===== config.mk =====
export PLATFORM = sky130hd
export DESIGN_NAME = pns_ctrl
export DESIGN_NICKNAME = d
export VERILOG_FILES = /design/src/rtl/core/pns_pkg.sv /design/src/rtl/core/pns_ctrl.sv
export SDC_FILE = /design/constraint.sdc
export NUM_CORES = 1
export LEC_CHECK = 0
export BUFFER_PORTS_ARGS = -buffer_cell sky130_fd_sc_hd__buf_2
export CAP_MARGIN = 40
export CORE_AREA = 8 8 45 47
export CTS_BUF_LIST = sky130_fd_sc_hd__clkbuf_16
export DETAILED_ROUTE_END_ITERATION = 16
export DIE_AREA = 0 0 53 55
export HOLD_SLACK_MARGIN = 0.03
export SYNTH_ARGS = -nofsm -noshare
export SYNTH_HDL_FRONTEND = slang
export SYNTH_SLANG_ARGS = --single-unit

===== constraint.sdc =====
create_clock -name clk -period 2.1 [get_ports clk]
set_clock_uncertainty 0.05 [all_clocks]
set_input_delay 0.315 -clock clk [delete_from_list [all_inputs] [get_ports clk]]
set_output_delay 0.315 -clock clk [all_outputs]
set_load 0.05 [all_outputs]

===== src/rtl/core/pns_pkg.sv =====
// ----------------------------------------------------------------------------
// pns_pkg
// Shared types, sizes and codes for the path normaliser.
// ----------------------------------------------------------------------------
package pns_pkg;

  localparam int NAME_DEPTH = 512;
  localparam int MAX_COMP   = 256;
  localparam int NAME_AW    = $clog2(NAME_DEPTH);
  localparam int PTR_W      = NAME_AW + 1;
  localparam int COMP_AW    = $clog2(MAX_COMP);

  localparam logic [1:0] CMD_FEED  = 2'd0;
  localparam logic [1:0] CMD_READ  = 2'd1;
  localparam logic [1:0] CMD_CLEAR = 2'd2;

  localparam logic [7:0] CH_NUL    = 8'h00;
  localparam logic [7:0] CH_DOT    = 8'h2E;
  localparam logic [7:0] CH_SLASH  = 8'h2F;
  localparam logic [7:0] CH_BSLASH = 8'h5C;
  localparam logic [7:0] SEP_RESET = CH_SLASH;

  typedef enum logic [1:0] {
    DOT_NONE  = 2'd0,
    DOT_ONE   = 2'd1,
    DOT_TWO   = 2'd2,
    DOT_OTHER = 2'd3
  } dot_t;

  typedef struct packed {
    logic [1:0] command;
    logic [7:0] ch;
    logic       leading_root;
  } in_item_t;

  typedef struct packed {
    logic [7:0] out_char;
    logic       out_valid;
    logic       out_last;
    logic       overflow;
  } out_item_t;

  typedef struct packed {
    logic latch_feed;
    logic clear;
    logic feed_exec;
    logic loc_issue;
    logic loc_eval;
    logic second;
    logic emit;
  } dp_cmd_t;

  typedef struct packed {
    logic yield;
    logic none;
  } dp_status_t;

endpackage


===== src/rtl/core/pns_ctrl.sv =====
// ----------------------------------------------------------------------------
// pns_ctrl
// Sequencer: feed with an update state, read/evaluate loop for read-out, result strobe.
// ----------------------------------------------------------------------------
module pns_ctrl (
  input  logic                 clk,
  input  logic                 rst_n,
  input  logic                 start,
  input  logic [1:0]           in_command,
  input  pns_pkg::dp_status_t  status,
  output pns_pkg::dp_cmd_t     cmd,
  output logic                 busy,
  output logic                 out_strobe
);

  typedef enum logic [3:0] {
    S_IDLE   = 4'b0001,
    S_FEED   = 4'b0010,
    S_LOC_RD = 4'b0100,
    S_LOC_EV = 4'b1000
  } state_t;

  state_t state_r, state_nxt;
  logic   phase_r, phase_nxt;
  logic   strobe_r, strobe_nxt;

  always_comb begin
    state_nxt  = state_r;
    phase_nxt  = phase_r;
    strobe_nxt = 1'b0;
    cmd        = '0;
    case (state_r)
      S_IDLE: begin
        if (start) begin
          case (in_command)
            pns_pkg::CMD_FEED: begin
              cmd.latch_feed = 1'b1;
              state_nxt      = S_FEED;
            end
            pns_pkg::CMD_READ: begin
              phase_nxt = 1'b0;
              state_nxt = S_LOC_RD;
            end
            pns_pkg::CMD_CLEAR: begin
              cmd.clear = 1'b1;
            end
            default: ;
          endcase
        end
      end
      S_FEED: begin
        cmd.feed_exec = 1'b1;
        state_nxt     = S_IDLE;
      end
      S_LOC_RD: begin
        cmd.loc_issue = 1'b1;
        state_nxt     = S_LOC_EV;
      end
      S_LOC_EV: begin
        cmd.loc_eval = 1'b1;
        cmd.second   = phase_r;
        // first pass finds the character, second pass only decides last
        if (status.none || (status.yield && phase_r)) begin
          cmd.emit   = 1'b1;
          strobe_nxt = 1'b1;
          state_nxt  = S_IDLE;
        end else begin
          if (status.yield) begin
            phase_nxt = 1'b1;
          end
          state_nxt = S_LOC_RD;
        end
      end
      default: state_nxt = S_IDLE;
    endcase
  end

  always_ff @(posedge clk) begin
    if (!rst_n) begin
      state_r  <= S_IDLE;
      phase_r  <= 1'b0;
      strobe_r <= 1'b0;
    end else begin
      state_r  <= state_nxt;
      phase_r  <= phase_nxt;
      strobe_r <= strobe_nxt;
    end
  end

  assign busy       = (state_r != S_IDLE);
  assign out_strobe = strobe_r;

endmodule


* Word-level counts from Yosys, hierarchy flattened
Index checks and enable logic that the tools add are counted.
** Storage, ports and cells
- Bits in registers :: 6
- Input port bits :: 7
- Output and inout port bits :: 9
- Logic and storage cells :: 39
** Cells by class
- Equality and inequality tests :: 12
- Muxes and demuxes :: 17
- Reductions and logical operators :: 7
** Operators by type and width (count)
- 4-bit one-hot mux with 3 select lines :: 1
- 1-bit two-way mux :: 9
- 4-bit one-hot mux with 2 select lines :: 1
- 3-bit two-way mux :: 2
- 2-bit != test, second input constant :: 3
- 5-bit AND reduction :: 1
- 4-bit by 1-bit equality test with 1-bit output, second input constant :: 1
- 4-bit by 2-bit equality test with 1-bit output, second input constant :: 1
- 4-bit by 3-bit equality test with 1-bit output, second input constant :: 1
- 4-bit equality test, second input constant :: 1
- 2-bit two-way mux :: 2
- 4-bit two-way mux :: 1
- 4-bit by 1-bit != test with 1-bit output, second input constant :: 1
- 2-bit AND reduction :: 2
- 3-bit by 1-bit != test with 1-bit output, second input constant :: 1
- 2-bit by 1-bit equality test with 1-bit output, second input constant :: 1
- 2-bit equality test, second input constant :: 1
- 2-bit zero test :: 1
- 2-bit by 1-bit != test with 1-bit output, second input constant :: 1
- 1-bit one-hot mux with 2 select lines :: 1
- 2-bit nonzero test :: 1
- 1-bit logical AND :: 1
- 1-bit logical OR :: 1

* Depth between registers and ports, before layout
- Depth in word-level cells :: 4
- Mapped depth :: 4
- Mapped depth without buffers :: 3

* Worst setup path before layout
No wires, ideal clock.
- Path type :: register to output
- Start :: reg state_r[3]
- End :: out cmd[6] (netlist bit)
- Data arrival time :: 2365 ps
- Required time :: 1735 ps
- Path slack :: -630 ps
- Cell stages (with the launch flop) :: 4
- Path buffers :: 1
- Cells stage by stage :: dfxtp_1 > or4b_1 > clkbuf_2 > nor3b_1
** RTL lines
- start, declared :: line pns_ctrl.sv:23 : state_t state_r, state_nxt;
- start signal, assigned :: line pns_ctrl.sv:84 : state_r <= state_nxt;
- end, declared :: line pns_ctrl.sv:11 : output pns_pkg::dp_cmd_t cmd,

==> results_dict.tcl <==
set metrics [dict create \
    run_status "finished, final reports clean" \
    io_pins 16 \
    clockBufferDepth 2 \
    gr-usage-met3_pct 2.67 \
    fill_cells 142 \
    clock_latency_ns 0.22 \
    grt_use_total_pct 5.98 \
    hp-class "input port to register" \
    globalplace.congestion 0.693 \
    max_slew_margin_pct 82.4 \
    firstDrtPassIters 3 \
    core_sq_um 1380 \
    crit_slowest_cell "or4b_4" \
    start_util_pct 22.2 \
    nets 61 \
    worst_ep_required_time_ns 1.74 \
    grt_busiest_layer "met2" \
    wire_per_inst_um 11.7 \
    yosysWarnings 0 \
    max-vdd-ir-drop_v 0.000737 \
    num_antenna_cells 0 \
    syn-num-nets 42 \
    die_area_sq_um 2920 \
    p_per_area_nw_per_um2 945 \
    cts_made_buffers 3 \
    cp_max_fo 7 \
    final_util_pct 37.3 \
    endpoint_kind "output pin" \
    grt_pass1_vias 336 \
    total_power_mw 0.488 \
    use_met1_pct 6.90 \
    drive_gt1_share_pct 46.2 \
    pwr-share-comb_pct 12.8 \
    placed_cells 65 \
    grt_pass1_wl_um 1310 \
    overflow 0 \
    die_w_um 53 \
    worst-r2r-setup-slack_ns 0.46 \
    fmax_ghz 0.492 \
    whs_ns 0.314 \
    die_h_um 55 \
    seqPwrFrac_pct 25.4 \
    cts.clk_slew.worst_paths_ns 0.03 \
    placementRows 14 \
    finalSetupViolCount 0 \
    tightest_slew_ns 0.261 \
    startpoint_type "register" \
    grt_start_max_net_pins 8 \
    cp_cell_sequence "or4b_4, nor3b_4, clkbuf_4" \
    cts_tree "built" \
    ys_seq_area_share_pct 39.0 \
    vias 323 \
    maxSlewViolCount 0 \
    switchingPower_mw 0.104 \
    syn_area_sq_um 308 \
    hpwl_um 632 \
    ys_ff_latch 6 \
    cts_sinks 6 \
    netSwitchingFraction_pct 21.4 \
    leakage_nw 0.243 \
    p_int_mw 0.384 \
    drt_iter0_drc 13 \
    max_cap_violations 0 \
    antenna_left 0 \
    period_minus_slack_ns 2.03 \
    worstPathArrival_ns 1.67 \
    htree_num_levels 1 \
    crit_type "register to output pin" \
    finalWirelength_um 794 \
    met2_usage_pct 9.38 \
    drc 0 \
    max_stage_delay_ns 0.63 \
    cts_root_buffer "clkbuf_16" \
    antenna_found_initial 0 \
    hold_violations 0 \
    final_cells 68 \
    area_delta_synth_final_pct 67.9 \
    clock_power_share_pct 61.8 \
    io_buffers 15 \
    yosysUniqueCellTypes 21 \
    synth_cells 35 \
    drt-vias-per-instance 4.75 \
    finalCritPeriodShare_pct 96.8 \
    avgSynthCellArea_sq_um 8.79 \
]
power groups by stage:
stage	clock (mW)	combinational [mW]	sequential [mW]
floorplan	0	0.0439	0.124
global placement	0	0.0591	0.125
detailed placement	0	0.0594	0.125
CTS	0.305	0.0625	0.124
global route	0.313	0.0679	0.124
finish	0.302	0.0627	0.124
path summary, 6_finish.rpt:
check                                              from                 endpoint  cells past startpoint
worst min register to register     phase_r$_SDFFE_PN0P_     phase_r$_SDFFE_PN0P_                      2
worst min-delay path                              rst_n    out_strobe$_SDFF_PN0_                      2
worst max register to register  state_r[3]$_SDFFE_PN0P_  state_r[2]$_SDFFE_PN0P_                      3
worst max-delay path            state_r[3]$_SDFFE_PN0P_                   cmd[6]                      3
cell usage after synthesis:
library cell | instances | area share (%)
a31oi_1 | 1 | 2.0
xor2_1 | 1 | 2.8
clkbuf_2 | 1 | 1.6
a21oi_1 | 2 | 3.3
o21ai_0 | 4 | 6.5
and2b_1 | 1 | 2.4
or3b_1 | 1 | 2.8
nand3b_1 | 1 | 2.4
buf_4 | 1 | 2.4
o211a_1 | 1 | 3.3
nor3b_1 | 1 | 2.4
nor2b_1 | 1 | 2.0
nor4b_1 | 3 | 8.5
nand2_1 | 2 | 2.4
or4_1 | 1 | 2.4
and2_1 | 3 | 6.1
dfxtp_1 | 6 | 39
inv_1 | 1 | 1.2
or4b_1 | 1 | 3.3
nor2_1 | 1 | 1.2
nor3_1 | 1 | 1.6
timing repair:
item,4_1_cts,5_1_grt
setup buffers,0,0
gates cloned,0,0
hold buffers,0,0
gates resized for setup,1,2
setup endpoints to repair,2,2
layout by cell type (no fill, tap or decap):
master / count
or4b_4: 1
nor4b_1: 1
nor4b_2: 2
or3b_1: 1
nor3_4: 1
nor2_1: 1
and2b_1: 1
clkbuf_16: 3
nand2_1: 2
clkbuf_4: 2
dfxtp_1: 6
nor3b_4: 1
a21oi_1: 2
a31oi_1: 1
inv_1: 1
xor2_1: 1
o211a_1: 1
buf_4: 1
or4_1: 1
buf_2: 13
o21ai_0: 4
nor2b_1: 1
nand3b_1: 1
and2_1: 3
state kept, by name, summed over array words and instances (netlist names):
register and count:
out_strobe 1, state_r 4, phase_r 1
logic make-up (layout without fill, tap and decap cells):
group	Yosys count	after routing	share of synthesized area [%]
XOR/XNOR	1	1	2.85
AND/OR/NAND/NOR	17	17	37.8
buffers and inverters	3	20	5.28
flip-flops	6	6	39.0
AO/OA/AOI/OAI	8	8	15.0
stage by stage:
stage	setup WS [ns]	instance area (sq um)	setup TNS, ns
2_1_floorplan	0.00773	343	0
6_report	0.0670	517	0
3_3_place_gp	0.178	433	0
3_5_place_dp	0.156	433	0
4_1_cts	0.0389	512	0
5_1_grt	-0.000958	517	-0.000958
layer usage:
| metal | share of wire [%] | vias to the layer above |
|---|---|---|
| met5 | 0 | - |
| met2 | 50 | 10 |
| met1 | 46 | 150 |
| met4 | 0 | 0 |
| li1 | - | 163 |
| met3 | 4.0 | 0 |
final cells by class:
| cell class | instances | area (sq um) | area share (%) |
|---|---|---|---|
| clock buffer | 3 | 75.1 | 14.5 |
| inverter | 1 | 3.75 | 0.726 |
| multi-input combinational | 26 | 210 | 40.7 |
| sequential | 6 | 120 | 23.2 |
| tap | 16 | 20.0 | 3.87 |
| timing repair buffer | 16 | 87.6 | 16.9 |
worst max-delay path, delay by kind of cell (launching register included):
family | cells | cell delay, ns
AND/OR/NAND/NOR | 2 | 0.83
flip-flops | 1 | 0.36
buffers and inverters | 1 | 0.25
No activity file was read; power rests on OpenSTA's default activity.
